**config.mk**
```make
export PLATFORM = sky130hd
export DESIGN_NAME = sorted_priority_queue_unit
export DESIGN_NICKNAME = d
export VERILOG_FILES = /design/src/spq_pkg.sv /design/src/spq_cell.sv /design/src/sorted_priority_queue_unit.sv
export SDC_FILE = /design/constraint.sdc
export NUM_CORES = 2
export LEC_CHECK = 0
export BUFFER_PORTS_ARGS = -buffer_cell sky130_fd_sc_hd__buf_2
export CELL_PAD_IN_SITES_DETAIL_PLACEMENT = 0
export CELL_PAD_IN_SITES_GLOBAL_PLACEMENT = 1
export CORE_MARGIN = 2
export CORE_UTILIZATION = 35
export DETAILED_ROUTE_END_ITERATION = 6
export GPL_TIMING_DRIVEN = 0
export PLACE_DENSITY_LB_ADDON = 0.3
export SYNTH_ARGS = -nofsm -noshare
export SYNTH_HDL_FRONTEND = slang
export SYNTH_HIERARCHICAL = 1
export SYNTH_SLANG_ARGS = --single-unit
```
**constraint.sdc**
```tcl
create_clock -name clk -period 14.8 [get_ports clk]
set_clock_uncertainty 0.05 [all_clocks]
set_input_delay 0.74 -clock clk [delete_from_list [all_inputs] [get_ports clk]]
set_output_delay 0.74 -clock clk [all_outputs]
set_load 0.005 [all_outputs]
```
**src/spq_pkg.sv**
```systemverilog
// Shared types and constants for the sorted priority queue.
`timescale 1ns / 1ps

package spq_pkg;

	localparam int unsigned DEPTH_DEF = 16;
	localparam int unsigned VAL_W = 32;
	localparam int unsigned PRI_W = 16;
	localparam int unsigned FILL_W = 5;

	typedef logic [1:0] status_t;

	localparam status_t ST_INSERTED = 2'd0;
	localparam status_t ST_REMOVED = 2'd1;
	localparam status_t ST_UNDERFLOW = 2'd2;
	localparam status_t ST_FULL = 2'd3;

	localparam logic REQ_INSERT = 1'b0;
	localparam logic REQ_DELETE = 1'b1;

	// Broadcast to every cell of the chain for one accepted item.
	typedef struct packed {
		logic ins;
		logic del;
		logic signed [VAL_W-1:0] value;
		logic signed [PRI_W-1:0] prio;
	} cell_ctrl_t;

endpackage

```
**src/spq_cell.sv**
```systemverilog
// One slot of the sorted chain: holds an entry and compares it with a new one.
`timescale 1ns / 1ps

module spq_cell
	import spq_pkg::*;
(
	input  logic clk,
	input  cell_ctrl_t ctrl,
	input  logic occ,
	input  logic left_gt,
	input  logic signed [VAL_W-1:0] left_value,
	input  logic signed [PRI_W-1:0] left_priority,
	input  logic signed [VAL_W-1:0] right_value,
	input  logic signed [PRI_W-1:0] right_priority,
	output logic gt,
	output logic signed [VAL_W-1:0] value,
	output logic signed [PRI_W-1:0] prio
);

	logic signed [VAL_W-1:0] value_q;
	logic signed [PRI_W-1:0] priority_q;

	// An empty slot counts as greater, so the new entry lands after all equal ones.
	assign gt = !occ || (priority_q > ctrl.prio);
	assign value = value_q;
	assign prio = priority_q;

	always_ff @(posedge clk) begin
		if (ctrl.del) begin
			value_q <= right_value;
			priority_q <= right_priority;
		end else if (ctrl.ins && gt) begin
			if (left_gt) begin
				value_q <= left_value;
				priority_q <= left_priority;
			end else begin
				value_q <= ctrl.value;
				priority_q <= ctrl.prio;
			end
		end
	end

endmodule

```
**src/sorted_priority_queue_unit.sv**
```systemverilog
// Top level of the sorted priority queue: cell chain, fill count and result register.
`timescale 1ns / 1ps

// Sorted priority queue built as a chain of DEPTH cells, kept in ascending
// priority order with the front entry in the first cell. Every cell compares
// its entry with an incoming one and shifts or loads in the same cycle, so the
// queue takes one insert or delete item every clock while in_stall is low, and
// presents its result in the cycle after the item is accepted; the compare
// and shift in each cell sets the rate. A finished result waits in an output
// register, and a new item is still taken while it waits unless out_stall is set.

module sorted_priority_queue_unit
	import spq_pkg::*;
#(
	parameter int unsigned DEPTH = DEPTH_DEF
) (
	input  logic clk,
	input  logic arst_n,
	input  logic in_valid,
	output logic in_stall,
	input  logic req_type,
	input  logic signed [VAL_W-1:0] item_value,
	input  logic signed [PRI_W-1:0] item_priority,
	output logic out_valid,
	input  logic out_stall,
	output status_t status,
	output logic signed [VAL_W-1:0] out_value,
	output logic signed [PRI_W-1:0] out_priority,
	output logic [FILL_W-1:0] fill_count
);

	localparam int unsigned CNT_W = $clog2(DEPTH + 1);

	logic [CNT_W-1:0] cnt_q;
	logic out_valid_q;
	status_t status_q;
	logic signed [VAL_W-1:0] out_value_q;
	logic signed [PRI_W-1:0] out_priority_q;

	logic accept;
	logic full;
	logic empty;
	cell_ctrl_t ctrl;
	status_t next_status;
	logic [CNT_W-1:0] next_cnt;
	logic [CNT_W+FILL_W-1:0] cnt_wide;

	logic [DEPTH-1:0] occ;
	logic [DEPTH-1:0] gt;
	logic signed [VAL_W-1:0] cell_value [DEPTH];
	logic signed [PRI_W-1:0] cell_priority [DEPTH];

	assign in_stall = out_valid_q && out_stall;
	assign accept = in_valid && !in_stall;
	assign full = (cnt_q == CNT_W'(DEPTH));
	assign empty = (cnt_q == '0);

	always_comb begin
		ctrl.ins = accept && (req_type == REQ_INSERT) && !full;
		ctrl.del = accept && (req_type == REQ_DELETE) && !empty;
		ctrl.value = item_value;
		ctrl.prio = item_priority;
	end

	always_comb begin
		next_cnt = cnt_q;
		if (req_type == REQ_INSERT) begin
			next_status = full ? ST_FULL : ST_INSERTED;
			if (!full) begin
				next_cnt = cnt_q + CNT_W'(1);
			end
		end else begin
			next_status = empty ? ST_UNDERFLOW : ST_REMOVED;
			if (!empty) begin
				next_cnt = cnt_q - CNT_W'(1);
			end
		end
	end

	for (genvar i = 0; i < DEPTH; i++) begin : g_cell
		logic lgt;
		logic signed [VAL_W-1:0] lval;
		logic signed [PRI_W-1:0] lpri;
		logic signed [VAL_W-1:0] rval;
		logic signed [PRI_W-1:0] rpri;

		assign occ[i] = (CNT_W'(i) < cnt_q);

		if (i == 0) begin : g_first
			assign lgt = 1'b0;
			assign lval = '0;
			assign lpri = '0;
		end else begin : g_mid
			assign lgt = gt[i-1];
			assign lval = cell_value[i-1];
			assign lpri = cell_priority[i-1];
		end

		if (i == DEPTH - 1) begin : g_last
			assign rval = '0;
			assign rpri = '0;
		end else begin : g_inner
			assign rval = cell_value[i+1];
			assign rpri = cell_priority[i+1];
		end

		spq_cell u_cell (
			.clk            (clk),
			.ctrl           (ctrl),
			.occ            (occ[i]),
			.left_gt        (lgt),
			.left_value     (lval),
			.left_priority  (lpri),
			.right_value    (rval),
			.right_priority (rpri),
			.gt             (gt[i]),
			.value          (cell_value[i]),
			.prio           (cell_priority[i])
		);
	end

	always_ff @(posedge clk or negedge arst_n) begin
		if (!arst_n) begin
			cnt_q <= '0;
			out_valid_q <= 1'b0;
		end else begin
			if (accept) begin
				cnt_q <= next_cnt;
				out_valid_q <= 1'b1;
			end else if (!out_stall) begin
				out_valid_q <= 1'b0;
			end
		end
	end

	always_ff @(posedge clk) begin
		if (accept) begin
			status_q <= next_status;
			out_value_q <= ctrl.del ? cell_value[0] : '0;
			out_priority_q <= ctrl.del ? cell_priority[0] : '0;
		end
	end

	assign cnt_wide = {{FILL_W{1'b0}}, cnt_q};

	assign out_valid = out_valid_q;
	assign status = status_q;
	assign out_value = out_value_q;
	assign out_priority = out_priority_q;
	assign fill_count = cnt_wide[FILL_W-1:0];

`ifndef ASSERT_OFF
	a_cnt_bound: assert property (@(posedge clk) disable iff (!arst_n)
		cnt_q <= CNT_W'(DEPTH))
		else $error("entry count exceeds the queue depth");

	a_underflow: assert property (@(posedge clk) disable iff (!arst_n)
		accept && (req_type == REQ_DELETE) && empty |=>
			out_valid && (status == ST_UNDERFLOW) && (cnt_q == '0))
		else $error("delete from an empty queue did not report underflow");

	a_insert_grows: assert property (@(posedge clk) disable iff (!arst_n)
		accept && (req_type == REQ_INSERT) && !full |=>
			(cnt_q == $past(cnt_q) + CNT_W'(1)) && (status == ST_INSERTED))
		else $error("accepted insert did not grow the queue by one");

	a_remove_shrinks: assert property (@(posedge clk) disable iff (!arst_n)
		accept && (req_type == REQ_DELETE) && !empty |=>
			(cnt_q == $past(cnt_q) - CNT_W'(1)) && (status == ST_REMOVED)
			&& (out_priority == $past(cell_priority[0])))
		else $error("accepted delete did not return the front entry");
`endif

endmodule
```
Yosys cells after proc, flatten, opt, wreduce, memory -nomap -nowiden
Index checks and enable logic that the tools add are counted.
W data, S select, Z words.
{"block": "classes", "add_sub_neg": 2, "magnitude_cmp": 32, "eq_ne": 4, "mux": 98, "bitwise_logic": 1, "n_reduce_logical": 74}
{"operator": "$mux W32", "n": 45}
{"operator": "$mux W16", "n": 45}
{"operator": "$gt A16 B16 Y1", "n": 16}
{"operator": "$lt A4 B5 Y1 const A", "n": 8}
{"operator": "$reduce_bool A2 Y1", "n": 15}
{"operator": "$logic_and A1 B1 Y1", "n": 22}
{"operator": "$lt A3 B5 Y1 const A", "n": 4}
{"operator": "$logic_not A1 Y1", "n": 19}
{"operator": "$logic_or A1 B1 Y1", "n": 16}
{"operator": "$mux W5", "n": 3}
{"operator": "$lt A1 B5 Y1 const A", "n": 2}
{"operator": "$lt A2 B5 Y1 const A", "n": 2}
{"operator": "$mux W2", "n": 3}
{"operator": "$add A5 B1 Y5 const B", "n": 1}
{"operator": "$eq A5 B5 Y1 const B", "n": 1}
{"operator": "$logic_not A5 Y1", "n": 1}
{"operator": "$sub A5 B1 Y5 const B", "n": 1}
{"operator": "$ne A2 B2 Y1 const B", "n": 2}
{"operator": "$reduce_and A3 Y1", "n": 1}
{"operator": "$mux W1", "n": 2}
{"operator": "$ne A2 B1 Y1 const B", "n": 1}
{"operator": "$not A1 Y1", "n": 1}
{"block": "totals", "ff_bits": 824, "in_bits": 53, "out_inout_bits": 57, "elab_cells": 248}

Depth between registers and ports, before layout
{"block": "depth", "word_depth": 8, "ltp_mapped": 12, "mapped_depth_nobuf": 9}

Hierarchy
The synthesis kept the hierarchy.
{"mod": "spq_cell (g_cell[0].u_cell ...)", "instances": 10, "cells_each": 271, "area_each_um2": 2871.5, "seq_area_each_um2": 1441.4}
{"mod": "spq_cell (g_cell[4].u_cell ...)", "instances": 6, "cells_each": 273, "area_each_um2": 2894.0, "seq_area_each_um2": 1441.4}
{"mod": "sorted_priority_queue_unit", "instances": 1, "cells_each": 182, "area_each_um2": 2463.6, "seq_area_each_um2": 1651.6}

Worst setup path after synthesis
OpenSTA, ideal clock, no wires.
{"block": "synth_timing", "kind": "in2reg", "start": "input port in_valid", "end": "register g_cell[0].u_cell.priority_q[0] (enable)", "setup_time_ps": 483, "arrival_time_ps": 5884, "t_required_ps": 14267, "path_slack_ps": 8384, "cell_stages": 5, "path_buffers": 0, "path_cell_list": "a21bo_2 -> inv_1 -> and3_1 -> inv_1 -> o41ai_2"}
{"item": "from (decl)", "line": "sorted_priority_queue_unit.sv:19", "rtl": "input logic in_valid,"}
{"item": "to (signal assigned)", "line": "spq_cell.sv:31", "rtl": "priority_q <= right_priority;"}
{"item": "to (signal assigned)", "line": "spq_cell.sv:35", "rtl": "priority_q <= left_priority;"}
{"item": "to (signal assigned)", "line": "spq_cell.sv:38", "rtl": "priority_q <= ctrl.prio;"}
{"item": "to (decl)", "line": "spq_cell.sv:21", "rtl": "logic signed [PRI_W-1:0] priority_q;"}

==> key figures <==
Setup path
  • WP data arrival: 5.10 ns
  • Crit end category: flip-flop
  • WP data required: 15.14 ns
  • Top fanout value on the critical path: 26
  • Startpoint Class: flip-flop
  • WS Path Type: flip-flop to flip-flop

Route
  • Vias: 35,320
  • DR WL/cell: 20.27 um
  • Routed vias/inst: 5.230
  • Drt pass-1 iters: 5
  • DRT antenna net count: 0
  • DRC: 0
  • Number of DRC violations after detailed-routing iteration 0: 2,290
  • WL final: 136.9 mm

STA
  • Slew headroom: 27.95%
  • # setup viols final: 0
  • RSZ-0062 raised after global routing: false
  • Slew @ Worst Pin: 1.069 ns
  • Final Max Slew Viols: 0
  • Crit share post-route: 32.14%
  • Final Hold Fails: 0
  • Peak Freq: 0.2102 GHz
  • Setup TNS: 0 ns
  • Final Worst Setup Slack: 10.04 ns
  • Final Critical Period: 4.757 ns

GRT
  • GRT Util Overall: 19.10%
  • Largest net degree at the start of global routing: 44
  • Initial antenna violation count: 5
  • Gr ovfl total: 0
  • First-pass GRT wire length: 213.0 mm
  • Vias in the first global route: 37,340

Floorplanning
  • DIE HEIGHT: 376.4 um
  • # IOs: 110
  • Die width: 376.4 um
  • Die area: 0.1417 mm2
  • Starting Density: 35.30%
  • Row count: 136
  • Core area: 0.1375 mm2

Power and ir drop
  • Pleak: 22.91 nW
  • Peak supply drop: 0.1037 mV
  • Power per cell area: 159.5 mW/mm2
  • Overall power: 8.858 mW

Placed design
  • Placed insts: 6,565
  • Area after DPL: 0.05239 mm2
  • Port Buffers: 108
  • GPL Wtd Cong: 0.8038
  • Pre-CTS setup slack: 10.00 ns
  • Hpwl dp: 106.2 mm

Finish
  • # fillers: 13,570
  • Fin area: 0.05555 mm2
  • Area delta synth->final: 14.45%
  • Commonest non-fill, non-tap cell in the layout: nand2_1
  • Share of layout cells above drive strength 1: 8.897%
  • Non-filler instance count after layout: 6,753
  • Most frequent cells in the layout: nand2_1, edfxtp_1, mux2i_1
  • FF+latch area: 0.02471 mm2
  • Multi-input gate area: 0.02211 mm2
  • Layout net count: 5,186

Clock network
  • CTS tree: yes
  • CTS Buffer Depth: 3
  • Clk Latency, worst-skew pair: 0.70 ns
  • Total CTS buffers: 100
  • Post_cts resized: 0
  • CTS sink count: 824
  • CTS H-tree depth: 3
  • Clock transition at path regs: 0.06 ns
  • Clock root buffer: clkbuf_16

Synthesis
  • Post-Syn Area: 0.04854 mm2
  • Avg Inst Size Synth: 10.72 um2
  • Synth Warn #: 6
  • Synthesized netlist cell count: 4,529

Run
  • Max Cap Viol: 0

Hold path
  • Hold Path Class: primary input to flip-flop

Outcome
  • Outcome: finished clean
[layer usage]
metal | vias to the layer above | GRT usage, % | wire length (um)
met2 | 524 | 32.31 | 65200
met4 | 6 | 4.038 | 2562
met3 | 160 | 2.200 | 4614
met5 | - | 0 | 39
li1 | 17090 | - | -
met1 | 17540 | 26.28 | 64500
[through the flow]
stage	hold WS (ns)	utilization (%)
after global placement	0.4628	37.59
final	0.2214	40.40
after floorplan	0.3944	-
after global routing	0.1881	40.40
after detailed placement	0.4705	38.11
after CTS	0.1715	40.40
[what timing repair did]
action,in CTS,in global routing
buffers inserted,0,0
hold buffers,1,0
endpoints found under the hold margin,6,0
setup endpoints to repair,0,0
[sequential cells by signal (all words and copies together) (netlist names)]
signal               count
fill_count               5
g_cell.u_cell/prio     256
g_cell.u_cell/value    512
out_priority            16
out_valid                1
out_value               32
status                   2
[worst max-delay path, cell delays in order, from the launching register on]
cell	delay, ns
dfrtp_1	0.41
clkbuf_1	0.46
inv_1	0.28
ha_1	0.30
or4b_1	0.21
and3_4	0.29
clkbuf_2	0.16
buf_12	0.20
clkbuf_1	0.43
clkbuf_1	0.57
a21oi_1	0.16
o41ai_4	0.21
buf_6	0.28
buf_6	0.20
buf_6	0.20
[cell type report]
type	count	area share (%)
clock inverter	53	0.8987
sequential	824	44.49
multi-input combinational	3228	39.81
antenna	2	0.009010
tap	1794	4.041
inverter	289	1.953
timing repair buffer	147	1.942
buffer	284	2.101
clock buffer	132	4.759
[path summary, 6_finish.rpt]
check / startpoint / cells after the start / slack (ns) / to
setup / recovery: fill_count[1] / 14 / 10.04 / g_cell[0].u_cell/value[15]
hold / removal: in_valid / 2 / 0.22 / out_valid
setup reg to reg: fill_count[1] / 14 / 10.04 / g_cell[0].u_cell/value[15]
hold reg to reg: g_cell[15].u_cell/value[30] / 2 / 0.49 / g_cell[14].u_cell/value[30]
max in group asynchronous: arst_n / 2 / 14.18 / fill_count[4]
min in group asynchronous: arst_n / 2 / 0.37 / out_valid
[report_power, final]
group	switching, mW	internal, mW	total, mW
clock	1.04	1.38	2.42
combinational	1.60	1.14	2.74
sequential	0.350	3.35	3.70
Power figures use the tool's default switching activity.
